--- config.mk ---
export PLATFORM = sky130hd
export DESIGN_NAME = page_to_packed_framebuffer_writer
export DESIGN_NICKNAME = d
export VERILOG_FILES = /design/src/rtl/ptpfw_pkg.sv /design/src/rtl/ptpfw_front.sv /design/src/rtl/ptpfw_queue.sv /design/src/rtl/ptpfw_back.sv /design/src/rtl/page_to_packed_framebuffer_writer.sv
export SDC_FILE = /design/constraint.sdc
export NUM_CORES = 1
export LEC_CHECK = 0
export BUFFER_PORTS_ARGS = -buffer_cell sky130_fd_sc_hd__buf_2
export CAP_MARGIN = 0
export CORE_ASPECT_RATIO = 0.9
export CORE_MARGIN = 2
export CORE_UTILIZATION = 60
export DETAILED_ROUTE_END_ITERATION = 8
export PLACE_DENSITY = 0.84
export SLEW_MARGIN = 10
export SYNTH_ARGS = -nofsm -noshare
export SYNTH_HDL_FRONTEND = slang
export SYNTH_SLANG_ARGS = --single-unit
--- constraint.sdc ---
create_clock -name aclk -period 20.2 [get_ports aclk]
set_input_delay 4.04 -clock aclk [delete_from_list [all_inputs] [get_ports aclk]]
set_output_delay 4.04 -clock aclk [all_outputs]
set_load 0.03 [all_outputs]
--- src/rtl/ptpfw_pkg.sv ---
`timescale 1ns / 1ps
// ----------------------------------------------------------------------------
// Page to packed framebuffer writer package
// Types, constants and helpers shared by the writer's modules.
// ----------------------------------------------------------------------------
package ptpfw_pkg;

    localparam int SRC_WIDTH        = 100;
    localparam int DEST_STRIDE_DEF  = 60;
    localparam int DEST_WIDTH_DEF   = 178;

    localparam int CENTER_X0        = 39;
    localparam int CENTER_Y0        = 32;
    localparam int CROP_X0          = 6;
    localparam int CROP_W           = 87;
    localparam int STRETCH_SPAN     = 150;

    localparam int ROW_W            = 7;
    localparam int COL_W            = 6;
    localparam int ADDR_W           = 13;
    localparam int STEP_W           = 5;
    localparam int QUEUE_DEPTH      = 2;

    localparam logic [7:0] BYTE_FIRST      = 8'b11000000;
    localparam logic [7:0] BYTE_SECOND     = 8'b00011000;
    localparam logic [7:0] BYTE_THIRD      = 8'b00000011;
    localparam logic [7:0] BYTE_WIDE_FIRST = 8'b11011000;
    localparam logic [7:0] BYTE_WIDE_THIRD = 8'b00011011;

    typedef enum logic [1:0] {
        MODE_DIRECT   = 2'd0,
        MODE_CENTERED = 2'd1,
        MODE_CROP     = 2'd2,
        MODE_STRETCH  = 2'd3
    } render_mode_t;

    typedef enum logic [1:0] {
        JOB_DIRECT  = 2'd0,
        JOB_CROP    = 2'd1,
        JOB_STRETCH = 2'd2
    } job_kind_t;

    // One queued burst of destination writes.
    typedef struct packed {
        job_kind_t          kind;
        logic [ROW_W-1:0]   row0;
        logic [COL_W-1:0]   col0;
        logic [7:0]         first;
        logic [7:0]         second;
        logic [7:0]         third;
    } job_t;

    typedef struct packed {
        logic [5:0] q;
        logic [1:0] r;
    } div3_t;

    // Divide a 7-bit value by three through a reciprocal multiply.
    function automatic div3_t div3(input logic [6:0] v);
        logic [14:0] prod;
        logic [6:0]  three_q;
        div3_t       res;
        prod    = 15'(v) * 15'd171;
        res.q   = prod[14:9];
        three_q = 7'({res.q, 1'b0}) + 7'(res.q);
        res.r   = 2'(v - three_q);
        return res;
    endfunction

endpackage

--- src/rtl/ptpfw_front.sv ---
`timescale 1ns / 1ps
// ----------------------------------------------------------------------------
// Page to packed framebuffer writer front end
// Accepts source bytes, holds group members and queues write bursts.
// ----------------------------------------------------------------------------
module ptpfw_front #(
    parameter int DEST_WIDTH = ptpfw_pkg::DEST_WIDTH_DEF
) (
    input  logic                 clk,
    input  logic                 rstn,
    input  logic                 cfg_wr_en,
    input  logic [1:0]           cfg_wr_data,
    input  logic                 in_valid,
    output logic                 in_ready,
    input  logic [2:0]           in_page,
    input  logic [6:0]           in_column,
    input  logic [7:0]           in_pixels,
    input  logic                 q_full,
    output logic                 q_push,
    output ptpfw_pkg::job_t      q_job
);

    localparam int CENTER_COL    = ptpfw_pkg::CENTER_X0 / 3;
    localparam int LAST_COL_BYTE = ptpfw_pkg::SRC_WIDTH / 3;
    localparam int STRETCH_OFF   = (DEST_WIDTH - ptpfw_pkg::STRETCH_SPAN) / 6;
    localparam int TRIPLE_END    = (ptpfw_pkg::SRC_WIDTH / 3) * 3;
    localparam int PAIR_END      = (ptpfw_pkg::SRC_WIDTH / 2) * 2;
    localparam int CROP_END      = ptpfw_pkg::CROP_X0 + ptpfw_pkg::CROP_W;

    ptpfw_pkg::render_mode_t mode_reg, mode_next;
    logic [7:0] held_first_reg, held_first_next;
    logic [7:0] held_second_reg, held_second_next;

    logic                        accept;
    ptpfw_pkg::div3_t            col_div, rel_div;
    logic [6:0]                  rel_col;
    logic                        centered;
    logic [ptpfw_pkg::ROW_W-1:0] base_row;
    logic [ptpfw_pkg::COL_W-1:0] base_col;

    assign in_ready = !q_full;
    assign accept   = in_valid && !q_full;

    always_comb begin
        mode_next = mode_reg;
        if (cfg_wr_en) begin
            mode_next = ptpfw_pkg::render_mode_t'(cfg_wr_data);
        end
    end

    always_comb begin
        rel_col  = in_column - 7'(ptpfw_pkg::CROP_X0);
        col_div  = ptpfw_pkg::div3(in_column);
        rel_div  = ptpfw_pkg::div3(rel_col);
        centered = (mode_reg == ptpfw_pkg::MODE_CENTERED);
        base_row = (centered ? ptpfw_pkg::ROW_W'(ptpfw_pkg::CENTER_Y0) : '0)
                 + ptpfw_pkg::ROW_W'({in_page, 3'b000});
        base_col = centered ? ptpfw_pkg::COL_W'(CENTER_COL) : '0;

        held_first_next  = held_first_reg;
        held_second_next = held_second_reg;
        q_push           = 1'b0;
        q_job.kind       = ptpfw_pkg::JOB_DIRECT;
        q_job.row0       = base_row;
        q_job.col0       = base_col;
        q_job.first      = held_first_reg;
        q_job.second     = held_second_reg;
        q_job.third      = in_pixels;

        unique case (mode_reg)
            ptpfw_pkg::MODE_DIRECT, ptpfw_pkg::MODE_CENTERED: begin
                priority if (in_column == 7'(ptpfw_pkg::SRC_WIDTH - 1)) begin
                    // The lone last column only fills the leftmost pixel slot.
                    q_push       = accept;
                    q_job.col0   = base_col + ptpfw_pkg::COL_W'(LAST_COL_BYTE);
                    q_job.first  = in_pixels;
                    q_job.second = '0;
                    q_job.third  = '0;
                end else if (in_column < 7'(TRIPLE_END)) begin
                    q_job.col0 = base_col + ptpfw_pkg::COL_W'(col_div.q);
                    unique case (col_div.r)
                        2'd0: held_first_next = accept ? in_pixels : held_first_reg;
                        2'd1: held_second_next = accept ? in_pixels : held_second_reg;
                        default: q_push = accept;
                    endcase
                end else begin
                    q_push = 1'b0;
                end
            end
            ptpfw_pkg::MODE_CROP: begin
                q_job.kind = ptpfw_pkg::JOB_CROP;
                q_job.row0 = ptpfw_pkg::ROW_W'({in_page, 4'b0000});
                q_job.col0 = ptpfw_pkg::COL_W'({rel_div.q, 1'b0});
                if (in_column >= 7'(ptpfw_pkg::CROP_X0) && in_column < 7'(CROP_END)) begin
                    unique case (rel_div.r)
                        2'd0: held_first_next = accept ? in_pixels : held_first_reg;
                        2'd1: held_second_next = accept ? in_pixels : held_second_reg;
                        default: q_push = accept;
                    endcase
                end
            end
            default: begin
                q_job.kind = ptpfw_pkg::JOB_STRETCH;
                q_job.row0 = ptpfw_pkg::ROW_W'({in_page, 4'b0000});
                q_job.col0 = ptpfw_pkg::COL_W'(STRETCH_OFF)
                           + ptpfw_pkg::COL_W'(in_column[6:1]);
                if (in_column < 7'(PAIR_END)) begin
                    if (in_column[0]) begin
                        q_push = accept;
                    end else begin
                        held_first_next = accept ? in_pixels : held_first_reg;
                    end
                end
            end
        endcase
    end

    always_ff @(posedge clk) begin
        if (!rstn) begin
            mode_reg        <= ptpfw_pkg::MODE_DIRECT;
            held_first_reg  <= '0;
            held_second_reg <= '0;
        end else begin
            mode_reg        <= mode_next;
            held_first_reg  <= held_first_next;
            held_second_reg <= held_second_next;
        end
    end

endmodule

--- src/rtl/ptpfw_queue.sv ---
`timescale 1ns / 1ps
// ----------------------------------------------------------------------------
// Page to packed framebuffer writer burst queue
// Short first-in first-out store between the front and back ends.
// ----------------------------------------------------------------------------
module ptpfw_queue (
    input  logic             clk,
    input  logic             rstn,
    input  logic             push,
    input  ptpfw_pkg::job_t  wr_job,
    output logic             full,
    input  logic             pop,
    output logic             rd_valid,
    output ptpfw_pkg::job_t  rd_job
);

    localparam int PTR_W = $clog2(ptpfw_pkg::QUEUE_DEPTH);
    localparam int CNT_W = $clog2(ptpfw_pkg::QUEUE_DEPTH + 1);

    ptpfw_pkg::job_t   entry_reg [ptpfw_pkg::QUEUE_DEPTH];
    logic [PTR_W-1:0]  wr_ptr_reg, wr_ptr_next;
    logic [PTR_W-1:0]  rd_ptr_reg, rd_ptr_next;
    logic [CNT_W-1:0]  count_reg, count_next;

    assign full     = (count_reg == CNT_W'(ptpfw_pkg::QUEUE_DEPTH));
    assign rd_valid = (count_reg != '0);
    assign rd_job   = entry_reg[rd_ptr_reg];

    always_comb begin
        wr_ptr_next = wr_ptr_reg;
        rd_ptr_next = rd_ptr_reg;
        count_next  = count_reg;
        if (push) begin
            wr_ptr_next = (wr_ptr_reg == PTR_W'(ptpfw_pkg::QUEUE_DEPTH - 1))
                        ? '0 : wr_ptr_reg + 1'b1;
        end
        if (pop) begin
            rd_ptr_next = (rd_ptr_reg == PTR_W'(ptpfw_pkg::QUEUE_DEPTH - 1))
                        ? '0 : rd_ptr_reg + 1'b1;
        end
        if (push && !pop) begin
            count_next = count_reg + 1'b1;
        end else if (pop && !push) begin
            count_next = count_reg - 1'b1;
        end
    end

    always_ff @(posedge clk) begin
        if (push) begin
            entry_reg[wr_ptr_reg] <= wr_job;
        end
    end

    always_ff @(posedge clk) begin
        if (!rstn) begin
            wr_ptr_reg <= '0;
            rd_ptr_reg <= '0;
            count_reg  <= '0;
        end else begin
            wr_ptr_reg <= wr_ptr_next;
            rd_ptr_reg <= rd_ptr_next;
            count_reg  <= count_next;
        end
    end

endmodule

--- src/rtl/ptpfw_back.sv ---
`timescale 1ns / 1ps
// ----------------------------------------------------------------------------
// Page to packed framebuffer writer back end
// Expands each queued burst into one destination write per unstalled cycle.
// ----------------------------------------------------------------------------
module ptpfw_back #(
    parameter int DEST_STRIDE = ptpfw_pkg::DEST_STRIDE_DEF
) (
    input  logic                         clk,
    input  logic                         rstn,
    input  logic                         q_valid,
    input  ptpfw_pkg::job_t              q_job,
    output logic                         q_pop,
    output logic                         out_valid,
    input  logic                         out_ready,
    output logic [ptpfw_pkg::ADDR_W-1:0] out_addr,
    output logic [7:0]                   out_byte,
    output logic                         out_last
);

    logic [ptpfw_pkg::STEP_W-1:0] step_reg, step_next;
    logic                         valid_reg, valid_next;
    logic [ptpfw_pkg::ADDR_W-1:0] addr_reg, addr_next;
    logic [7:0]                   byte_reg, byte_next;
    logic                         last_reg, last_next;

    logic                         advance;
    logic                         is_end;
    logic [2:0]                   bit_sel;
    logic [ptpfw_pkg::ROW_W-1:0]  row;
    logic [ptpfw_pkg::COL_W-1:0]  col;
    logic                         p1, p2, p3;

    assign advance = q_valid && (!valid_reg || out_ready);
    assign q_pop   = advance && is_end;

    always_comb begin
        row     = q_job.row0;
        col     = q_job.col0;
        bit_sel = step_reg[2:0];
        is_end  = 1'b0;
        unique case (q_job.kind)
            ptpfw_pkg::JOB_DIRECT: begin
                bit_sel = step_reg[2:0];
                row     = q_job.row0 + ptpfw_pkg::ROW_W'(bit_sel);
                is_end  = (step_reg == ptpfw_pkg::STEP_W'(7));
            end
            ptpfw_pkg::JOB_CROP: begin
                // Order per bit: left/top, right/top, left/bottom, right/bottom.
                bit_sel = step_reg[4:2];
                row     = q_job.row0 + ptpfw_pkg::ROW_W'({bit_sel, step_reg[1]});
                col     = q_job.col0 + ptpfw_pkg::COL_W'(step_reg[0]);
                is_end  = (step_reg == ptpfw_pkg::STEP_W'(31));
            end
            ptpfw_pkg::JOB_STRETCH: begin
                bit_sel = step_reg[3:1];
                row     = q_job.row0 + ptpfw_pkg::ROW_W'({bit_sel, step_reg[0]});
                is_end  = (step_reg == ptpfw_pkg::STEP_W'(15));
            end
            default: begin
                is_end = 1'b1;
            end
        endcase

        p1 = q_job.first[bit_sel];
        p2 = q_job.second[bit_sel];
        p3 = q_job.third[bit_sel];

        unique case (q_job.kind)
            ptpfw_pkg::JOB_DIRECT: begin
                byte_next = (p1 ? ptpfw_pkg::BYTE_FIRST : 8'h00)
                          | (p2 ? ptpfw_pkg::BYTE_SECOND : 8'h00)
                          | (p3 ? ptpfw_pkg::BYTE_THIRD : 8'h00);
            end
            ptpfw_pkg::JOB_CROP: begin
                if (step_reg[0]) begin
                    byte_next = (p2 ? ptpfw_pkg::BYTE_FIRST : 8'h00)
                              | (p3 ? ptpfw_pkg::BYTE_WIDE_THIRD : 8'h00);
                end else begin
                    byte_next = (p1 ? ptpfw_pkg::BYTE_WIDE_FIRST : 8'h00)
                              | (p2 ? ptpfw_pkg::BYTE_THIRD : 8'h00);
                end
            end
            default: begin
                byte_next = (p1 ? ptpfw_pkg::BYTE_WIDE_FIRST : 8'h00)
                          | (p3 ? ptpfw_pkg::BYTE_THIRD : 8'h00);
            end
        endcase

        addr_next = ptpfw_pkg::ADDR_W'(row) * ptpfw_pkg::ADDR_W'(DEST_STRIDE)
                  + ptpfw_pkg::ADDR_W'(col);
        last_next = is_end;
    end

    always_comb begin
        step_next  = step_reg;
        valid_next = valid_reg;
        if (advance) begin
            step_next  = is_end ? '0 : step_reg + 1'b1;
            valid_next = 1'b1;
        end else if (out_ready) begin
            valid_next = 1'b0;
        end
    end

    always_ff @(posedge clk) begin
        if (advance) begin
            addr_reg <= addr_next;
            byte_reg <= byte_next;
            last_reg <= last_next;
        end
    end

    always_ff @(posedge clk) begin
        if (!rstn) begin
            step_reg  <= '0;
            valid_reg <= 1'b0;
        end else begin
            step_reg  <= step_next;
            valid_reg <= valid_next;
        end
    end

    assign out_valid = valid_reg;
    assign out_addr  = addr_reg;
    assign out_byte  = byte_reg;
    assign out_last  = last_reg;

endmodule

--- src/rtl/page_to_packed_framebuffer_writer.sv ---
`timescale 1ns / 1ps
// ----------------------------------------------------------------------------
// Page to packed framebuffer writer
// Turns page-organized monochrome bytes into packed three-pixel byte writes.
// ----------------------------------------------------------------------------
// Source bytes enter on the s_ channel in buffer order, one transfer per
// cycle while the burst queue has room, and each byte that closes a column
// group produces a burst of destination writes on the m_ channel: 8 writes
// in the two direct modes, 32 in crop mode and 16 in stretch mode, each
// burst ending with m_last high. The back end issues one write per cycle
// while the output is not stalled, so the sustained rate is set by the
// output port. A two-entry burst queue between the front end and the
// back end lets new bytes be taken while a burst is still being written
// out, and the registered output stage holds a write until the consumer
// takes it. The render mode register is written through cfg_wr_en /
// cfg_wr_data and must only change while no burst is pending.
// ----------------------------------------------------------------------------
module page_to_packed_framebuffer_writer #(
    parameter int DEST_STRIDE = ptpfw_pkg::DEST_STRIDE_DEF,
    parameter int DEST_WIDTH  = ptpfw_pkg::DEST_WIDTH_DEF
) (
    input  logic                         aclk,
    input  logic                         aresetn,
    input  logic                         cfg_wr_en,
    input  logic [1:0]                   cfg_wr_data,
    input  logic                         s_valid,
    output logic                         s_ready,
    input  logic [2:0]                   s_page,
    input  logic [6:0]                   s_column,
    input  logic [7:0]                   s_pixels,
    output logic                         m_valid,
    input  logic                         m_ready,
    output logic [ptpfw_pkg::ADDR_W-1:0] m_dest_addr,
    output logic [7:0]                   m_dest_byte,
    output logic                         m_last
);

    // Burst descriptors flowing from the front end into the queue.
    logic             push;
    ptpfw_pkg::job_t  push_job;
    logic             queue_full;

    // Head of the queue as seen by the back end.
    logic             head_valid;
    ptpfw_pkg::job_t  head_job;
    logic             pop;

    // The front end classifies each transfer, updates the held group
    // members and pushes a burst when a group is complete.
    ptpfw_front #(
        .DEST_WIDTH (DEST_WIDTH)
    ) u_front (
        .clk         (aclk),
        .rstn        (aresetn),
        .cfg_wr_en   (cfg_wr_en),
        .cfg_wr_data (cfg_wr_data),
        .in_valid    (s_valid),
        .in_ready    (s_ready),
        .in_page     (s_page),
        .in_column   (s_column),
        .in_pixels   (s_pixels),
        .q_full      (queue_full),
        .q_push      (push),
        .q_job       (push_job)
    );

    // The queue decouples acceptance from write issue.
    ptpfw_queue u_queue (
        .clk      (aclk),
        .rstn     (aresetn),
        .push     (push),
        .wr_job   (push_job),
        .full     (queue_full),
        .pop      (pop),
        .rd_valid (head_valid),
        .rd_job   (head_job)
    );

    // The back end walks each burst one write per cycle unless stalled and
    // computes the destination address as row times stride plus byte column.
    ptpfw_back #(
        .DEST_STRIDE (DEST_STRIDE)
    ) u_back (
        .clk       (aclk),
        .rstn      (aresetn),
        .q_valid   (head_valid),
        .q_job     (head_job),
        .q_pop     (pop),
        .out_valid (m_valid),
        .out_ready (m_ready),
        .out_addr  (m_dest_addr),
        .out_byte  (m_dest_byte),
        .out_last  (m_last)
    );

endmodule

==> flow_metrics.env, run 1 <==
export IMPL_multi_input_area_sq_um=5076
export IMPL_synth_edf_count=89
export IMPL_slew_viol_final=0
export IMPL_placeableCoreArea_sq_um=14160
export IMPL_root_buffer="clkbuf_16"
export IMPL_dp_cells=1025
export IMPL_status="complete, no violations"
export IMPL_antenna_found_initial=0
export IMPL_wirelength_mm=17.33
export IMPL_syn_area_per_cell_sq_um=10.88
export IMPL_setup_violations_final=0
export IMPL_vias_per_cell=5.711
export IMPL_die_area_sq_um=15650
export IMPL_drive_gt1_frac=0.1308
export IMPL_path_class="in -> reg"
export IMPL_cpMostUsedCell="ha_1"
export IMPL_final_nets=1025
export IMPL_port_buffers=46
export IMPL_grtUsageTotal=0.2356
export IMPL_grt_first_pass_wirelength_mm=29.43
export IMPL_cts_sinks=118
export IMPL_hold_buffers=0
export IMPL_syn_inst=809
export IMPL_hold_path_class="reg -> reg"
export IMPL_yosys_warnings=0
export IMPL_drt_iter0_drc=426
export IMPL_cts_tree="done"
export IMPL_min_period_over_period=0.5262
export IMPL_grt_max_degree=37
export IMPL_rows=41
export IMPL_cts_buffers=17
export IMPL_path_max_fanout=21
export IMPL_rsz0062_at_grt="false"
export IMPL_worst_path_max_delay_cell="and2_1"
export IMPL_seq_area_sq_um=3253
export IMPL_die_height_um=118.9
export IMPL_startpoint_type="input pin"
export IMPL_num_fill_cells=1028
export IMPL_worstSetupEndpointType="flip-flop"
export IMPL_finalNonFillerCells=1057
export IMPL_cp_required_ns=20.28
export IMPL_antennaDiodeCount=0
export IMPL_drc=0
export IMPL_path_clk_slew_ns=0.06
export IMPL_grt_pass1_vias=6133
export IMPL_yosys_area_top_type="edfxtp_1"
export IMPL_post_cts_buffers=0
export IMPL_grt_overflow_total=0
export IMPL_finalSetupTns_ns=0
export IMPL_start_util=0.6215
export IMPL_die_x_um=131.7
export IMPL_dr_pass1_iters=8
export IMPL_ys_ff_latch=118
export IMPL_synth_seq_area_share=0.3697
export IMPL_arrival_ns=10.71
export IMPL_fin_util=0.6858
export IMPL_drv_cap=0
export IMPL_clk_latency_ns=0.41
export IMPL_hold_viol=0
export IMPL_ant_nets=0
export IMPL_synth_top_area_frac=0.3037
export IMPL_synth_area_leaders="edfxtp_1 30%, ha_1 17%, fa_1 6.8%, dfxtp_1 6.6%, mux2i_1 5.2%"
export IMPL_routedWlPerCell_um=16.40
export IMPL_fmax_mhz=94.09
export IMPL_vias=6037
export IMPL_finClkSkew_ns=0.009478
export IMPL_synth_area_sq_um=8800
export IMPL_synth_cell_types=64
export IMPL_synth_ff_type="edfxtp_1"
export IMPL_io_pins=49
export IMPL_cts_path_max_buffers=2
export IMPL_cpPeakStageDelay_ns=0.66
export IMPL_ys_async_sr_fraction=0
export IMPL_relSlewSlack=0.2253
export IMPL_largest_register_ffs=72
export IMPL_tightestPinTransition_ns=1.161
export IMPL_area_growth_pct=10.35
export IMPL_cts_htree_levels=4
export IMPL_cts_resized=0
export IMPL_hpwl_mm=12.74
export IMPL_fin_crit_ns=10.63
export IMPL_routabilityCongestion=0.9016
Yosys cell counts, drive strengths merged (8+ instances only):
cell type,instances
buf,11
inv,87
nand3,20
o21ai,24
mux2,15
a21oi,36
nor2,33
dfxtp,29
clkbuf,15
mux2i,46
and2,8
a22oi,9
fa,30
nand2,58
xor2,19
ha,119
a21o,8
edfxtp,89
xnor2,39
nor2b,32
nand2b,8
layout by cell type, fill, tap and decap left out, types with 8 or more instances in the layout:
cell type	n
buf_2	46
ha_1	119
nor2_1	31
mux2i_1	45
a21o_1	8
nand2b_1	8
nand2_1	58
clkbuf_16	17
nor2b_1	31
mux2_2	15
dfxtp_1	29
inv_1	87
nand3_1	20
xor2_1	19
a22oi_1	9
fa_1	30
xnor2_1	39
edfxtp_1	89
o21ai_0	24
a21oi_1	35
cells by family after synthesis:
| group | synth area share |
|---|---|
| buffers and inverters | 0.05574 |
| muxes | 0.08688 |
| adders and majority gates | 0.2375 |
| xor gates and xnor gates | 0.05773 |
| AOI/OAI and AO/OA | 0.08190 |
| other | 0.0004262 |
| and+or+nand+nor | 0.1102 |
| DFF | 0.3697 |
critical path, delay by kind of cell:
| family | cells | cell delay, ns |
|---|---|---|
| xor+xnor | 4 | 0.90 |
| buf+inv | 6 | 1.02 |
| fa+ha+maj | 8 | 2.73 |
| compound gates | 4 | 1.02 |
| simple gates | 4 | 0.97 |
metrics by stage:
stage                     instance area, sq um  hold slack [ns]  setup slack, ns
final                                     9711           0.4534            9.572
after global routing                      9711           0.4778            9.024
after CTS                                 9711           0.4558            9.619
after detailed placement                  9158           0.4466            9.222
after global placement                    9158           0.4418            9.497
after floorplan                           8803           0.4322            9.276
path summary, 6_finish.rpt:
| kind | from | end | slack [ns] | depth (start not counted) |
|---|---|---|---|---|
| max | s_column[1] | u_queue.entry_reg[1][29] | 9.57 | 26 |
| min reg2reg | u_front.held_first_reg[0] | u_front.held_first_reg[0] | 0.45 | 2 |
| max reg2reg | flip-flop | u_back.out_addr[12] | 13.68 | 20 |
| min | u_front.held_first_reg[0] | u_front.held_first_reg[0] | 0.45 | 2 |
layout make-up:
| class | instances | area share |
|---|---|---|
| inverter | 87 | 0.03363 |
| sequential | 118 | 0.3350 |
| clock buffer | 18 | 0.04523 |
| timing repair buffer | 50 | 0.02680 |
| tap | 193 | 0.02487 |
| clock inverter | 14 | 0.01173 |
| multi-input combinational | 577 | 0.5227 |
routing by layer:
layer  GRT usage  part of all wire
met1      0.3161              0.45
met2      0.3865              0.47
met3     0.04598             0.056
met4     0.07948             0.018
met5           0                 0
Power of run 1 is not shown: default switching activity piles up to over one toggle a cycle in this logic, so the estimate is an artifact.
==> inputs of run 2 (changes only) <==
==> constraint.sdc (replaced) <==
create_clock -name aclk -period 10.6 [get_ports aclk]
set_input_delay 2.12 -clock aclk [delete_from_list [all_inputs] [get_ports aclk]]
set_output_delay 2.12 -clock aclk [all_outputs]
set_load 0.03 [all_outputs]
==> run 2 against run 1 <==
Effect of this change: via count shrank 0.71%; cell count is the same; critical path depth is the same; first-iteration DRC count shrank 10%; utilization is essentially flat; critical path type unchanged; critical endpoint is now u_queue.entry_reg[1][34].
==> flow_metrics.env, run 2 (synthesis results as in run 1) <==
export IMPL_status="complete, no violations"
export IMPL_relSlewSlack=0.2461
export IMPL_routabilityCongestion=0.9018
export IMPL_hold_viol=0
export IMPL_finClkSkew_ns=0.01259
export IMPL_grt_overflow_total=0
export IMPL_area_growth_pct=10.37
export IMPL_cpMostUsedCell="ha_1"
export IMPL_wirelength_mm=17.25
export IMPL_ant_nets=0
export IMPL_start_util=0.6215
export IMPL_dr_pass1_iters=5
export IMPL_cpPeakStageDelay_ns=0.63
export IMPL_finalSetupTns_ns=0
export IMPL_clk_latency_ns=0.42
export IMPL_die_x_um=131.7
export IMPL_cts_path_max_buffers=2
export IMPL_final_common_cell="ha_1"
export IMPL_die_area_sq_um=15650
export IMPL_final_nets=1025
export IMPL_hold_path_class="reg -> reg"
export IMPL_fin_crit_ns=8.680
export IMPL_grtUsageTotal=0.2328
export IMPL_path_max_fanout=21
export IMPL_hpwl_mm=12.83
export IMPL_crit_buf_inv=6
export IMPL_hold_buffers=0
export IMPL_post_cts_buffers=0
export IMPL_num_fill_cells=1046
export IMPL_io_pins=49
export IMPL_drc=0
export IMPL_grt_first_pass_wirelength_mm=29.08
export IMPL_cts_htree_levels=4
export IMPL_fmax_mhz=115.2
export IMPL_vias_per_cell=5.671
export IMPL_cts_sinks=118
export IMPL_tightestPinTransition_ns=1.130
export IMPL_antenna_found_initial=0
export IMPL_path_clk_slew_ns=0.06
export IMPL_grt_max_degree=37
export IMPL_rows=41
export IMPL_die_height_um=118.9
export IMPL_most_common_layout_cells="119 x ha_1, 89 x edfxtp_1, 87 x inv_1, 58 x nand2_1, 46 x buf_2"
export IMPL_setup_violations_final=0
export IMPL_worstSetupEndpointType="flip-flop"
export IMPL_port_buffers=46
export IMPL_drt_iter0_drc=383
export IMPL_startpoint_type="input pin"
export IMPL_routedWlPerCell_um=16.32
export IMPL_antennaDiodeCount=0
export IMPL_arrival_ns=8.77
export IMPL_drv_cap=0
export IMPL_grt_pass1_vias=6064
export IMPL_crit_family="adder cells"
export IMPL_placeableCoreArea_sq_um=14160
export IMPL_worst_path_max_delay_cell="and2_1"
export IMPL_cts_tree="done"
export IMPL_largest_register_ffs=72
export IMPL_cts_resized=0
export IMPL_path_class="in -> reg"
export IMPL_vias=5994
export IMPL_rsz0062_at_grt="false"
export IMPL_cp_required_ns=10.69
export IMPL_root_buffer="clkbuf_16"
export IMPL_slew_viol_final=0
export IMPL_drive_gt1_frac=0.1308
export IMPL_min_period_over_period=0.8188
export IMPL_cts_buffers=17
[run 2: cell types whose count changed in the layout (fill, tap and decap cells not counted)]
cell / previous run / this run
inv_6: 6 / 7
inv_4: 2 / 1
clkinv_4: 2 / 1
clkinvlp_4: 2 / 3
[run 2: per-stage QoR]
stage | utilization | instance area, sq um | instances | hold slack, ns | setup WS (ns)
finish | 0.6859 | 9712 | 1057 | 0.4523 | 1.920
global route | 0.6859 | 9712 | 1057 | 0.4843 | 1.460
CTS | 0.6859 | 9712 | 1057 | 0.4557 | 2.018
detailed placement | 0.6468 | 9158 | 1025 | 0.4467 | 1.603
global placement | 0.6468 | 9158 | 1025 | 0.4416 | 1.817
floorplan | - | 8803 | 810 | 0.4322 | 1.596
[run 2: final cells by class]
class | instances | area, sq um | share of cell area
Tap cell | 193 | 241.5 | 0.02486
Multi-Input combinational cell | 577 | 5076 | 0.5227
Sequential cell | 118 | 3253 | 0.3350
Clock buffer | 18 | 439.2 | 0.04522
Inverter | 87 | 326.6 | 0.03363
Clock inverter | 14 | 115.1 | 0.01185
Timing Repair Buffer | 50 | 260.3 | 0.02680
[run 2: worst paths after layout]
path	depth (start not counted)	endpoint	slack, ns	start
max	26	u_queue.entry_reg[1][34]	1.92	s_column[1]
min	2	u_front.held_first_reg[0]	0.45	u_front.held_first_reg[0]
max reg2reg	20	u_back.out_addr[12]	4.14	flip-flop
min reg2reg	2	u_front.held_first_reg[0]	0.45	u_front.held_first_reg[0]
[run 2: per-layer routing]
metal  wire length [um]  share of wire  up-vias  global-route usage
met5                  0              0        -                   0
met3               1007          0.058       16             0.04002
met4                200          0.012        0             0.07133
met2               8183           0.47      182              0.3901
li1                   -              -     2930                   -
met1               7853           0.46     2866              0.3116
[run 2: worst min-delay path, cell delays in order (launching register included)]
cell     delay [ns]
dfxtp_1        0.31
nand2_1        0.05
mux2i_1        0.05
Power of run 2 is left out for the same reason.
